==> config.mk <==
export PLATFORM = sky130hd
export DESIGN_NAME = lbd_modmul
export DESIGN_NICKNAME = d
export VERILOG_FILES = /design/src/rtl/core/lattice_bit_decrypt_macros.svh /design/src/rtl/core/lbd_pkg.sv /design/src/rtl/core/lbd_modmul.sv
export SDC_FILE = /design/constraint.sdc
export NUM_CORES = 1
export LEC_CHECK = 0
export BUFFER_PORTS_ARGS = -buffer_cell sky130_fd_sc_hd__buf_2
export CAP_MARGIN = 20
export CORE_MARGIN = 2
export CORE_UTILIZATION = 55
export DETAILED_ROUTE_END_ITERATION = 8
export PLACE_DENSITY = 0.77
export SYNTH_ARGS = -nofsm -noshare
export SYNTH_HDL_FRONTEND = slang
export SYNTH_SLANG_ARGS = --single-unit
==> constraint.sdc <==
create_clock -name clock -period 8.4 [get_ports clock]
set_input_delay 1.26 -clock clock [delete_from_list [all_inputs] [get_ports clock]]
set_output_delay 1.26 -clock clock [all_outputs]
set_load 0.03 [all_outputs]
==> src/rtl/core/lattice_bit_decrypt_macros.svh <==
// Assertion macros for the lattice bit decrypt RTL.
`ifndef LATTICE_BIT_DECRYPT_MACROS_SVH
`define LATTICE_BIT_DECRYPT_MACROS_SVH

// Clocked check, held off while reset is high.
`define LBD_ASSERT(lbl, clk, rst, prop, msg) \
   lbl: assert property (@(posedge clk) disable iff (rst) prop) \
      else $error(msg);

// Clocked check that also covers the reset cycles.
`define LBD_ASSERT_ALWAYS(lbl, clk, prop, msg) \
   lbl: assert property (@(posedge clk) prop) else $error(msg);

`endif

==> src/rtl/core/lbd_pkg.sv <==
// Shared widths, codes and types for the lattice bit decrypt block.
package lbd_pkg;

   localparam int VALUE_W    = 63;
   localparam int ROW_W      = 10;
   localparam int DIGIT_W    = 6;
   localparam int DCNT_W     = 6;
   localparam int CSR_IDX_W  = 1;
   localparam int REQ_DATA_W = 80;
   localparam int RSP_DATA_W = 64;
   localparam int HALF_EXT_W = 1 << DIGIT_W;
   localparam int STEP_CNT_W = 6;

   typedef enum logic [CSR_IDX_W-1:0] {
      REG_MODULUS     = 1'b0,
      REG_DIGIT_COUNT = 1'b1
   } csr_reg_type;

   typedef enum logic {
      OP_KEY_WRITE = 1'b0,
      OP_CIPHER    = 1'b1
   } op_type;

   typedef struct packed {
      logic busy;
      logic done;
   } mm_status_type;

endpackage

==> src/rtl/core/lbd_modmul.sv <==
// Bit-serial modular multiplier: one bit of the multiplier per cycle, MSB first.
module lbd_modmul import lbd_pkg::*; #(
   parameter int MODULUS_BITS = 63
) (
   input  logic                    clock,
   input  logic                    reset,
   input  logic                    start,
   input  logic [MODULUS_BITS-1:0] mult_a,    // below modulus
   input  logic [VALUE_W-1:0]      mult_b,    // any 63-bit value
   input  logic [MODULUS_BITS-1:0] modulus,
   output mm_status_type           status,
   output logic [MODULUS_BITS-1:0] result
);

   localparam int SUM_W = MODULUS_BITS + 2;

   logic                    busy_ff, busy_in;
   logic                    done_ff, done_in;
   logic [STEP_CNT_W-1:0]   cnt_ff, cnt_in;
   logic [MODULUS_BITS-1:0] a_ff, a_in;
   logic [VALUE_W-1:0]      b_ff, b_in;
   logic [MODULUS_BITS-1:0] r_ff, r_in;

   logic [SUM_W-1:0] sum, q1, q2, step;

   // r < q, so 2r + a < 3q: one of three candidates is the reduced value
   always_comb begin
      sum  = SUM_W'({r_ff, 1'b0}) + (b_ff[VALUE_W-1] ? SUM_W'(a_ff) : '0);
      q1   = SUM_W'(modulus);
      q2   = SUM_W'({modulus, 1'b0});
      if (sum >= q2) begin
         step = sum - q2;
      end else if (sum >= q1) begin
         step = sum - q1;
      end else begin
         step = sum;
      end
   end

   always_comb begin
      busy_in = busy_ff;
      done_in = 1'b0;
      cnt_in  = cnt_ff;
      a_in    = a_ff;
      b_in    = b_ff;
      r_in    = r_ff;
      if (start) begin
         busy_in = 1'b1;
         cnt_in  = STEP_CNT_W'(VALUE_W - 1);
         a_in    = mult_a;
         b_in    = mult_b;
         r_in    = '0;
      end else if (busy_ff) begin
         r_in   = step[MODULUS_BITS-1:0];
         b_in   = {b_ff[VALUE_W-2:0], 1'b0};
         cnt_in = cnt_ff - 1'b1;
         if (cnt_ff == '0) begin
            busy_in = 1'b0;
            done_in = 1'b1;
         end
      end
   end

   always_ff @(posedge clock) begin
      if (reset) begin
         busy_ff <= 1'b0;
         done_ff <= 1'b0;
      end else begin
         busy_ff <= busy_in;
         done_ff <= done_in;
      end
   end

   always_ff @(posedge clock) begin
      cnt_ff <= cnt_in;
      a_ff   <= a_in;
      b_ff   <= b_in;
      r_ff   <= r_in;
   end

   assign status.busy = busy_ff;
   assign status.done = done_ff;
   assign result      = r_ff;

endmodule

==> metrics.md <==
| Metric | Value |
|---|---|
| Final instance area | 22100 um^2 |
| Final non-filler cell total | 3076 |
| Syn_nets | around 2800 |
| PwrDens | approximately 330 nW/um^2 |
| Worst-skew pair later-pin latency | 0.46 ns |
| Die footprint | 38000 um^2 |
| End point of the critical path | result[2]$_SDFFE_PP0P_ |
| Post-Synthesis Cells | 2442 |
| Core Util, Final | 61.7% |
| All-Layer GR Usage | 38.1% |
| CTS tree | yes |
| First-pass GRT wire length | 111000 um |
| Critical path's largest stage delay | 0.94 ns |
| Top cells by count, synth | 262 x a21oi_1, 203 x nand2_1, 190 x ha_1 |
| Clock-pin slew on the worst setup and hold paths | about 0.080 ns |
| Placed insts | 3044 |
| Slew Viols, Final | 0 |
| Avg Cell Area, Syn | 8.22 um^2 |
| 1st-pass router iterations | 8 |
| Row count | 69 |
| Asr flop ratio synth | 0% |
| Hold wc startpoint | result[8]$_SDFFE_PP0P_ |
| Most used cell, CP | a21oi_1 |
| Area added between synthesis and finish | 9.94% |
| Transition time of the tightest slew-check pin | between 1 and 1.5 ns |
| Synth cell types | 94 |
| Leading area contributor after synthesis | edfxtp_1 |
| H-tree levels | 4 |
| Fin crit share | ~90% |
| # hold bufs at CTS | 0 |
| Grt total ovfl | 0 |
| Routability cong. | 1.03 |
| Cell Area, Synth | 20100 um^2 |
| Max_cap viols | 0 |
| Register area share after synthesis | between 20% and 30% |
| Chip Width | 195 um |
| Clock buffer depth | 2 |
| Detailed Route WL | ~74000 um |
| Max VDD drop | 0.173 mV |
| Top-count cell post-synth | a21oi_1 |
| Min-Delay Path Class | register to register |
| Crit path required time | 8.75 ns |
| Largest net degree at the start of global routing | 79 |
| Worst setup SP type | register |
| Setup ws final | 0.607 ns |
| Main synth FF type | edfxtp_1 |
| Fin. Hold Viols | 0 |
| Root Buffer | clkbuf_16 |
| Outcome | completed |
| Ys Warns | 0 |
| Via count | a little over 20000 |
| Dpl hpwl | 61400 um |
| Setup bufs post-CTS | 0 |
| N_diodes | 0 |
| Core Region | 35700 um^2 |
| CP Capture Type | register |
| Critical path's top delay family | compound AO/OA/AOI/OAI gates |
| RR Endpoint | result[2]$_SDFFE_PP0P_ |
| Routed len/inst | 24.2 um |
| #FFs+latches synth | a little under 200 |
| Residual DRC count | 0 |
| Headroom to the max-slew limit | a little under a third |
| Crit Path Category | register to register |
| Top-area cell type share of the netlist area | 18.9% |
| Maximum fanout along the worst path | 37 |
| Post-synth EDFFs | 126 |
| Total CTS buffers | 17 |
| Clock period minus worst slack | 7.79 ns |
| Fin Clk Skew | 0.0116 ns |
| Fraction of layout cells with a size suffix above 1 | 16.4% |
| Starting DRC count in detailed routing | 2654 |
| Reg2reg setup slack | 0.61 ns |
| Port Buffer Count | 256 |
| Worst Setup SP | b_ff[62]$_DFFE_PP_ |
| Lkg Pwr | roughly 9.6 nW |
| Critical path's slowest cell | edfxtp_1 |
| Ports | between 200 and 300 |
| Total Neg Setup Slack | 0 ns |
| Place WS | 0.770 ns |
| Sink Count | 197 |
| Vias in the first global route | 19200 |
| FMAX | 0.128 GHz |
| Final setup violation count | 0 |
| Worst R2R Start | b_ff[62]$_DFFE_PP_ |
| Area contributors post-synth | edfxtp_1 19%, ha_1 12%, dfxtp_1 7.1%, a21oi_1 6.5%, xnor2_1 4.8% |
| Logic depth of the worst path, buffers included | 24 |
| Initial antenna violation count | 1 |
| CP arrival | about 8.1 ns |
| Final-stage net count | between 2000 and 3000 |
| Routed Antenna Nets | 0 |
| Post_cts resized | 0 |
| R2R cell count | 24 |
| Die Y-Extent | ~200 um |
| Initial Util | 56.1% |
| Post-DP Area | 21500 um^2 |
| Worst path cell trace | and2_1 -> ha_1 -> fa_1 -> a211oi_1 -> o211ai_1 -> a21oi_1 -> or4b_1 -> a21boi_2 -> a21oi_1 -> o31ai_2 -> a21oi_1 -> xnor2_1 -> ha_1 -> and2_1 -> a221o_1 -> a221oi_1 -> o211ai_1 -> a21oi_1 -> o21a_1 -> nand3_2 -> buf_4 -> nand2_1 -> o211ai_1 -> a311oi_1 |
| Via/cell ratio | 6.64 |
| RSZ-0062 raised after global routing | no |
| WP buf/inv | 1 |
-- worst reg2reg max path, delay by kind of cell, from the launching register on --
| family | cells | cell delay (ns) |
|---|---|---|
| and+or+nand+nor | 5 | 1.56 |
| xor gates and xnor gates | 1 | 0.46 |
| buffers and inverters | 1 | 0.35 |
| DFF | 1 | 0.94 |
| AOI/OAI and AO/OA | 14 | 3.48 |
| adders and majority gates | 3 | 0.90 |
-- metrics by stage --
step / hold slack, ns / total power [mW]
6_report: 0.510 / 7.37
5_1_grt: 0.526 / 7.70
4_1_cts: 0.520 / 7.14
3_5_place_dp: 0.499 / 6.28
3_3_place_gp: 0.486 / 6.29
2_1_floorplan: 0.466 / 4.81
-- logic make-up after synthesis --
| kind of cell | share of synthesized area, % |
|---|---|
| mux | 5.11 |
| simple gates | 17.4 |
| fa+ha+maj | 12.1 |
| compound gates | 26.5 |
| xor+xnor | 7.68 |
| flops | 25.9 |
| buf+inv | 5.24 |
-- power by group --
| part | total, mW | switching, mW | leakage, nW | internal, mW |
|---|---|---|---|---|
| registers | 1.34 | 0.167 | 1.84 | 1.17 |
| clock network | 0.837 | 0.435 | 0.290 | 0.402 |
| logic | 5.19 | 3.42 | 7.47 | 1.77 |
-- state kept, by name (all words and copies together), names as in the netlist --
name	cells
a_ff	63
done_ff	1
busy_ff	1
b_ff	63
result	63
cnt_ff	6
-- cells in the final DEF (no fill, tap or decap), drive strengths merged, types with 71 or more instances in the layout --
cell,count
a21o,73
a21oi,264
and2,76
buf,271
dfxtp,71
edfxtp,126
ha,190
inv,128
mux2,76
nand2,204
nor2,175
o21ai,174
xnor2,110
-- worst min-delay path by stage --
stage,endpoint,depth (start not counted)
6_report,result[8]$_SDFFE_PP0P_,1
5_1_grt,result[8]$_SDFFE_PP0P_,1
4_1_cts,result[8]$_SDFFE_PP0P_,1
3_5_place_dp,cnt_ff[1]$_SDFFE_PP1P_,2
3_3_place_gp,cnt_ff[4]$_SDFFE_PP1P_,2
2_1_floorplan,cnt_ff[4]$_SDFFE_PP1P_,2
-- routing by layer --
metal  share of wire [%]  track usage [%]  up-vias
met5               0.021                0        -
met2                  41             55.7     1268
met4                 4.7             17.0        2
li1                    -                -     9376
met3                  13             10.6      173
met1                  41             52.4     9601
-- layout make-up --
class / instances / area [um^2]
repair buffers: 271 / 1400
flip-flops and latches: 197 / 5210
multi-input cells: 1993 / 13800
fillers: 3189 / 13700
clock buffers: 17 / 425
well taps: 461 / 577
clock inverters: 15 / 174
inverters: 122 / 458
(Power assumes the default switching activity.)
