### src/rtl/core/lattice_bit_decrypt_macros.svh
// Assertion macros for the lattice bit decrypt RTL.
`ifndef LATTICE_BIT_DECRYPT_MACROS_SVH
`define LATTICE_BIT_DECRYPT_MACROS_SVH

// Clocked check, held off while reset is high.
`define LBD_ASSERT(lbl, clk, rst, prop, msg) \
   lbl: assert property (@(posedge clk) disable iff (rst) prop) \
      else $error(msg);

// Clocked check that also covers the reset cycles.
`define LBD_ASSERT_ALWAYS(lbl, clk, prop, msg) \
   lbl: assert property (@(posedge clk) prop) else $error(msg);

`endif

### src/rtl/core/lbd_pkg.sv
// Shared widths, codes and types for the lattice bit decrypt block.
package lbd_pkg;

   localparam int VALUE_W    = 63;
   localparam int ROW_W      = 10;
   localparam int DIGIT_W    = 6;
   localparam int DCNT_W     = 6;
   localparam int CSR_IDX_W  = 1;
   localparam int REQ_DATA_W = 80;
   localparam int RSP_DATA_W = 64;
   localparam int HALF_EXT_W = 1 << DIGIT_W;
   localparam int STEP_CNT_W = 6;

   typedef enum logic [CSR_IDX_W-1:0] {
      REG_MODULUS     = 1'b0,
      REG_DIGIT_COUNT = 1'b1
   } csr_reg_type;

   typedef enum logic {
      OP_KEY_WRITE = 1'b0,
      OP_CIPHER    = 1'b1
   } op_type;

   typedef struct packed {
      logic busy;
      logic done;
   } mm_status_type;

endpackage

### src/rtl/core/lbd_cfg.sv
// Configuration registers: effective modulus, its rounded-up half, digit count.
module lbd_cfg import lbd_pkg::*; #(
   parameter int MODULUS_BITS = 63
) (
   input  logic                    clock,
   input  logic                    reset,
   input  logic                    wr_en,
   input  logic [CSR_IDX_W-1:0]    index,
   input  logic [VALUE_W-1:0]      wdata,
   output logic [MODULUS_BITS-1:0] modulus,
   output logic [MODULUS_BITS-1:0] half,
   output logic [DCNT_W-1:0]       digit_count,
   output logic                    modulus_written
);

   logic [MODULUS_BITS-1:0] q_ff, q_in;
   logic [DCNT_W-1:0]       dc_ff, dc_in;
   logic [MODULUS_BITS-1:0] masked;

   assign masked = wdata[MODULUS_BITS-1:0];

   always_comb begin
      q_in            = q_ff;
      dc_in           = dc_ff;
      modulus_written = 1'b0;
      if (wr_en) begin
         unique case (csr_reg_type'(index))
            REG_MODULUS: begin
               // held to the modulus width, floor of 3
               q_in = (masked < MODULUS_BITS'(3)) ? MODULUS_BITS'(3) : masked;
               modulus_written = 1'b1;
            end
            REG_DIGIT_COUNT: begin
               dc_in = wdata[DCNT_W-1:0];
            end
            default: begin
            end
         endcase
      end
   end

   always_ff @(posedge clock) begin
      if (reset) begin
         q_ff  <= MODULUS_BITS'(3);
         dc_ff <= DCNT_W'(2);
      end else begin
         q_ff  <= q_in;
         dc_ff <= dc_in;
      end
   end

   assign modulus     = q_ff;
   assign half        = (q_ff >> 1) + MODULUS_BITS'(q_ff[0]);
   assign digit_count = dc_ff;

endmodule

### config.mk
export PLATFORM = sky130hd
export DESIGN_NAME = lbd_cfg
export DESIGN_NICKNAME = d
export VERILOG_FILES = /design/src/rtl/core/lattice_bit_decrypt_macros.svh /design/src/rtl/core/lbd_pkg.sv /design/src/rtl/core/lbd_cfg.sv
export SDC_FILE = /design/constraint.sdc
export NUM_CORES = 1
export LEC_CHECK = 0
export BUFFER_PORTS_ARGS = -buffer_cell sky130_fd_sc_hd__buf_2
export CAP_MARGIN = 20
export CORE_UTILIZATION = 46
export CTS_CLUSTER_SIZE = 10
export DETAILED_ROUTE_END_ITERATION = 16
export PLACE_DENSITY = 0.87
export REMOVE_ABC_BUFFERS = 1
export SETUP_SLACK_MARGIN = 0.4
export SLEW_MARGIN = 20
export SYNTH_ARGS = -nofsm -noshare
export SYNTH_HDL_FRONTEND = slang
export SYNTH_SLANG_ARGS = --single-unit
### constraint.sdc
create_clock -name clock -period 2.3 [get_ports clock]
set_input_delay 0.115 -clock clock [delete_from_list [all_inputs] [get_ports clock]]
set_output_delay 0.115 -clock clock [all_outputs]
set_load 0.05 [all_outputs]
==> results of run 1 <==
-- power breakdown --
part           switching [uW]  total [uW]  internal (uW)
Combinational             643         902            259
Clock                     495        1160            668
Sequential               77.1        1320           1240
-- cell type report --
class / count / area (um2)
Clock buffer: 12 / 155
Sequential cell: 69 / 1460
Multi-Input combinational cell: 415 / 2930
Timing Repair Buffer: 263 / 1770
Tap cell: 102 / 128
Clock inverter: 4 / 70.1
Fill cell: 475 / 1350
Inverter: 7 / 26.3
-- how the worst max path moves through the flow --
| stage | start | endpoint | slack, ns | cells after the start |
|---|---|---|---|---|
| detailed placement | modulus[1]$_SDFFE_PP1P_ | half[52] | -0.07 | 9 |
| global route | modulus[9]$_SDFFE_PP0P_ | half[39] | -0.58 | 8 |
| global placement | modulus[0]$_SDFFE_PP1P_ | half[38] | 0.02 | 8 |
| floorplan | modulus[1]$_SDFFE_PP1P_ | half[44] | -0.85 | 7 |
| finish | modulus[9]$_SDFFE_PP0P_ | half[39] | -0.23 | 8 |
| CTS | modulus[0]$_SDFFE_PP1P_ | half[52] | -0.007 | 9 |
-- metrics by stage --
stage	total power (uW)	cell area, um2	utilization	setup WS (ns)	setup TNS, ns
floorplan	1860	3730	-	-0.850	-42.46
global placement	2120	5110	0.647	0.0174	0
detailed placement	2140	5110	0.647	-0.0714	-0.430
CTS	3300	6060	0.768	-0.00740	-0.0140
global route	3470	6540	0.829	-0.575	-4.17
finish	3390	6540	0.829	-0.228	-1.37
-- cells in the mapped netlist (2+ instances only) --
cell type  count  area share
nand2_1      151        0.15
dfxtp_1       69        0.36
a21oi_1       66       0.086
xnor2_1       41       0.094
nand3_1       28       0.037
nand4_1       22       0.036
xor2_1        19       0.043
nor4_1        18       0.029
clkbuf_1      17       0.017
and3_1        15       0.024
nor2_1        15       0.015
nor3_1        11       0.014
inv_1          6      0.0059
and4_1         5       0.011
buf_1          5      0.0049
nand4_2        3      0.0098
nor4b_2        3       0.012
and2_1         2      0.0033
buf_2          2      0.0026
ha_1           2      0.0065
o21bai_1       2      0.0039
-- repair_timing --
action | 4_1_cts | 5_1_grt
hold buffers | 0 | 2
pin swaps | 32 | 39
resized for setup | 176 | 73
hold endpoints to repair | 0 | 2
buffers inserted | 17 | 13
cloned | 2 | 0
endpoints found under the setup margin | 57 | 59
-- worst reg2reg max path: cells and delay by family (launching register included) --
| family | cells | cell delay [ns] |
|---|---|---|
| buffers and inverters | 1 | 0.16 |
| AND/OR/NAND/NOR | 1 | 0.10 |
| AO/OA/AOI/OAI | 1 | 0.27 |
| flip-flops | 1 | 0.37 |
-- cells in the final DEF (no fill, tap or decap), types with 9 or more instances in the layout --
cell type	n
nand2_1	144
buf_2	141
buf_4	88
a21oi_1	66
dfxtp_1	37
buf_6	29
xnor2_1	27
nand4_1	22
xor2_1	18
dfxtp_2	17
nor4_1	16
dfxtp_4	15
nand3_1	14
xnor2_2	12
clkbuf_8	11
nand3_4	10
and3_1	10
nor3_4	9
-- sequential cells by signal, indices dropped and copies added, names as in the netlist --
register and flops:
digit_count 6, modulus 63
-- cells by family (layout without fill, tap and decap cells) --
group,after synthesis,count (layout),share of synthesized area
xor gates and xnor gates,60,60,0.137
adders and majority gates,2,2,0.00652
and+or+nand+nor,282,283,0.369
AOI/OAI and AO/OA,70,70,0.0943
buffers and inverters,32,286,0.0330
DFF,69,69,0.360
-- layer usage --
| metal | vias up | global-route usage | share of wire |
|---|---|---|---|
| met4 | 0 | 0.171 | 0.068 |
| met5 | - | 0 | 0 |
| li1 | 2292 | - | - |
| met3 | 133 | 0.0683 | 0.11 |
| met1 | 2492 | 0.434 | 0.35 |
| met2 | 455 | 0.625 | 0.48 |
==> reports/qor.yml, run 1 <==
grt:
  track_usage: 0.363
  grt_pass1_vias: 4708
  grt_max_degree: 64
  grt.overflow.total: 0
  antenna_found_initial: 0
  grt_pass1_wl_um: 24200
routing:
  ant_nets: 0
  drc: 0
  firstDrtPassIters: 9
  drt-total-wl_um: 18300
  viasPerCell: 6.16
  drtIter0Drc: 511
  num_vias: 5372
  post_drt_wl_per_cell_um: 21.0
floorplan:
  rows: 32
  core_mm2: 0.00789
  fp.dieW_um: 93.3
  pin_count: 200
  die_h_um: 93.3
  start_util: 0.486
  die_area_mm2: 0.00871
setup_path:
  critPathMaxFanout: 5
  cp_common_cell: "buf_4"
  crit_path_max_incr_delay_ns: 0.35
  path_cells: "nand4_1 > buf_4 > nor3_4 > buf_4 > nand4_4 > nor3_4 > xor2_1 > buf_4"
  reg2regPathDepth: 3
  worstReg2RegEnd: "modulus[31]$_SDFFE_PP0P_"
  required_ns: 2.18
  slowest_stage: "dfxtp_1"
  worstSetupEndpointType: "output port"
  cp_top_family: "simple AND/OR/NAND/NOR gates"
  arrival_ns: 2.41
  critPathKind: "reg -> out"
  reg2reg_from: "modulus[31]$_SDFFE_PP0P_"
  cp.buffers_inverters: 3
  r2r_setup_slack_ns: 1.30
  crit_path_start_kind: "flop"
hold_path:
  min_path_cells: 3
  min_path_type: "in -> reg"
  hold_end: "modulus[39]$_SDFFE_PP0P_"
  min_from: "wdata[39]"
cts:
  cts_max_level: 3
  clock_path_buffers: 2
  cts_root_buf: "clkbuf_8"
  numClockSinks: 69
  cts_tree: "built"
  clk_pin_slew_ns: 0.09
  clock_latency_ns: 0.34
  numCtsBuffers: 9
cells_and_area:
  num_antenna_cells: 0
  stdcell_count: 872
  nets: 834
  area_growth_syn_to_layout_pct: 70.4
  drive_gt1_frac: 0.505
run_status:
  violations: "negative hold slack, negative setup slack"
  status: "complete, but fails checks"
timing:
  final-max-slew-violation-count: 0
  worst_slew_pin_slew_ns: 0.716
  min_period_ns: 2.53
  max-slew-margin-rel: 0.523
  finalWorstSetupSlack_ns: -0.228
  fin_skew_ns: 0
  rsz0062_at_grt: "yes"
  max_freq_mhz: 396
  fin_crit_sh: 1.10
  setup_viol: 23
  hold_viol_final: 1
  whs_ns: -0.00265
logic_synthesis:
  avgSynthCellArea_um2: 7.45
  netlist_area_mm2: 0.00383
  ys_async_sr_fraction: 0
  syn_inst: 515
  yosysWarnings: 0
  synth_cell_types: 34
  seq_area_frac_synth: 0.360
  synth_ff_type: "dfxtp_1"
  synth_edf_count: 0
  yosys_register_bits: 69
placed_design:
  dp.cells: 822
  dp_hpwl_um: 10300
  portBuffers: 199
  gp_congestion: 0.896
pwr:
  p_leak_uw: 0.00315
  peakVddDrop_mv: 0.377
  powerDensity_mw_per_mm2: 518
run:
  maxCapViolCount: 0
Power figures use the tool's default switching activity.
==> run 2, diff against run 1 <==
SETUP_SLACK_MARGIN = 0.5   (was 0.4)
==> run 2 against run 1 <==
  * Wire length rose by 0.88%
  * Via count fell by 1.1%
  * Fmax fell by 1.4%
  * Critical endpoint unchanged
  * Register-to-register slack barely moved
  * Largest power group unchanged
  * Critical path depth fell by 1
  * Setup slack got worse by 0.036 ns
  * Sequential share of layout area barely moved
  * Flip-flop and latch count did not move
  * Global-route usage barely moved
  * Final area rose by 0.19%
  * Final cell count did not move
  * Count of clock-buffer cells in the layout did not move
  * The flow still finishes with violations (negative hold slack, negative setup slack)
==> reports/qor.yml, run 2 (synthesis gave the netlist of run 1 again) <==
hold_path:
  min_from: "wdata[39]"
  hold_end: "modulus[39]$_SDFFE_PP0P_"
  min_path_type: "in -> reg"
  min_path_cells: 3
cells_and_area:
  num_antenna_cells: 0
  area_growth_syn_to_layout_pct: 70.7
  nets: 834
  most-common-layout-cells: "nand2_1, buf_2, buf_4"
  final_util: 0.830
  final_common_cell: "nand2_1"
  fin_area_mm2: 0.00655
  largest_reg_flops: 63
  drive_gt1_frac: 0.506
  fillers: 472
routing:
  dr_wl_met3_um: 2050
  top_layer: "met4"
  viasPerCell: 6.09
  ant_nets: 0
  drtIter0Drc: 514
  wl_met1_um: 6300
  num_vias: 5313
  drt-total-wl_um: 18400
  firstDrtPassIters: 6
  post_drt_wl_per_cell_um: 21.1
  drc: 0
  routed-wl-met2_um: 8870
placed_design:
  post-place-ws_ns: -0.0714
  dpl-instance-area_mm2: 0.00511
  gp_congestion: 0.896
  dp_hpwl_um: 10300
  portBuffers: 199
setup_path:
  worstSetupEndpointType: "output port"
  required_ns: 2.18
  r2r_setup_slack_ns: 1.30
  reg2reg_from: "modulus[31]$_SDFFE_PP0P_"
  arrival_ns: 2.45
  crit_path_start_kind: "flop"
  worstReg2RegEnd: "modulus[31]$_SDFFE_PP0P_"
  critPathKind: "reg -> out"
  critPathMaxFanout: 5
  reg2regPathDepth: 3
pwr:
  peakVddDrop_mv: 0.377
  internal-power_uw: 2170
  netSwitchingPower_uw: 1230
  power_frac_clock: 0.345
  p_seq_frac: 0.389
  p_leak_uw: 0.00316
  finalPower_uw: 3400
  power.share.combinational: 0.266
  p_sw_frac: 0.361
  powerDensity_mw_per_mm2: 519
timing:
  max_freq_mhz: 390
  hold_viol_final: 1
  finalWorstSetupSlack_ns: -0.264
  whs_ns: -0.00712
  fin_crit_sh: 1.11
  setup_viol: 28
  rsz0062_at_grt: "yes"
  min_period_ns: 2.56
  fin_skew_ns: 0
  worst_slew_pin_slew_ns: 0.709
  final-max-slew-violation-count: 0
  max-slew-margin-rel: 0.527
grt:
  track_usage: 0.363
  grt.overflow.total: 0
  grt_pass1_wl_um: 24300
  antenna_found_initial: 0
  grt_pass1_vias: 4732
  grt_max_degree: 64
run:
  maxCapViolCount: 0
cts:
  clock_latency_ns: 0.36
  cts_max_level: 3
  numClockSinks: 69
  clock_path_buffers: 2
  cts_tree: "built"
  clk_pin_slew_ns: 0.09
  numCtsBuffers: 9
  cts_root_buf: "clkbuf_8"
floorplan:
  fp.dieW_um: 93.3
  rows: 32
  pin_count: 200
  die_area_mm2: 0.00871
  die_h_um: 93.3
  start_util: 0.486
  core_mm2: 0.00789
run_status:
  status: "complete, but fails checks"
  violations: "negative hold slack, negative setup slack"
[run 2: changes by cell type in the layout (fill, tap and decap cells not counted)]
| cell | before | now |
|---|---|---|
| clkbuf_4 | 0 | 1 |
| xnor2_1 | 27 | 26 |
| buf_4 | 88 | 89 |
| xnor2_2 | 12 | 13 |
| buf_2 | 141 | 139 |
[run 2: critical path, cell delays in order, from the launching register on]
cell	delay, ns
dfxtp_1	0.43
inv_1	0.13
nor3_4	0.31
buf_4	0.19
nand4_4	0.16
nor3_4	0.25
xor2_1	0.35
buf_4	0.27
[run 2: what timing repair did]
item,CTS,global route
pin swaps,32,39
hold buffers,0,2
buffers inserted,17,13
resized for setup,179,72
cloned,2,0
endpoints found under the setup margin,59,59
endpoints found under the hold margin,0,2
[run 2: final cells by class]
cell class	count	area, um2	share of cell area
well taps	102	128	0.0195
flip-flops and latches	69	1460	0.223
inverters	7	26.3	0.00401
multi-input cells	415	2940	0.449
clock inverters	4	70.1	0.0107
clock buffers	12	155	0.0237
repair buffers	263	1770	0.271
[run 2: how the worst max path moves through the flow]
| stage | startpoint | endpoint |
|---|---|---|
| finish | modulus[20]$_SDFFE_PP0P_ | half[39] |
| global route | modulus[9]$_SDFFE_PP0P_ | half[39] |
| CTS | modulus[0]$_SDFFE_PP1P_ | half[52] |
| detailed placement | modulus[1]$_SDFFE_PP1P_ | half[52] |
| global placement | modulus[0]$_SDFFE_PP1P_ | half[38] |
| floorplan | modulus[1]$_SDFFE_PP1P_ | half[44] |
[run 2: layer usage]
layer / track usage / vias to the layer above
met4: 0.173 / 0
met3: 0.0756 / 131
met1: 0.425 / 2435
met5: 0 / -
met2: 0.629 / 461
li1: - / 2286
[run 2: power groups by stage]
stage          Sequential (uW)  Combinational [uW]  Clock, uW
2_1_floorplan             1530                 329          0
3_3_place_gp              1340                 787          0
3_5_place_dp              1340                 796          0
4_1_cts                   1310                 851       1140
5_1_grt                   1330                 938       1210
6_report                  1320                 905       1170
[run 2: per-stage QoR]
stage | TNS, ns | std cells | hold WS [ns]
after global placement | 0 | 822 | 0.369
final | -1.96 | 872 | -0.00712
after CTS | -0.0140 | 857 | 0.000585
after global routing | -4.59 | 872 | 0.00420
after floorplan | -42.46 | 490 | 0.184
after detailed placement | -0.430 | 822 | 0.375
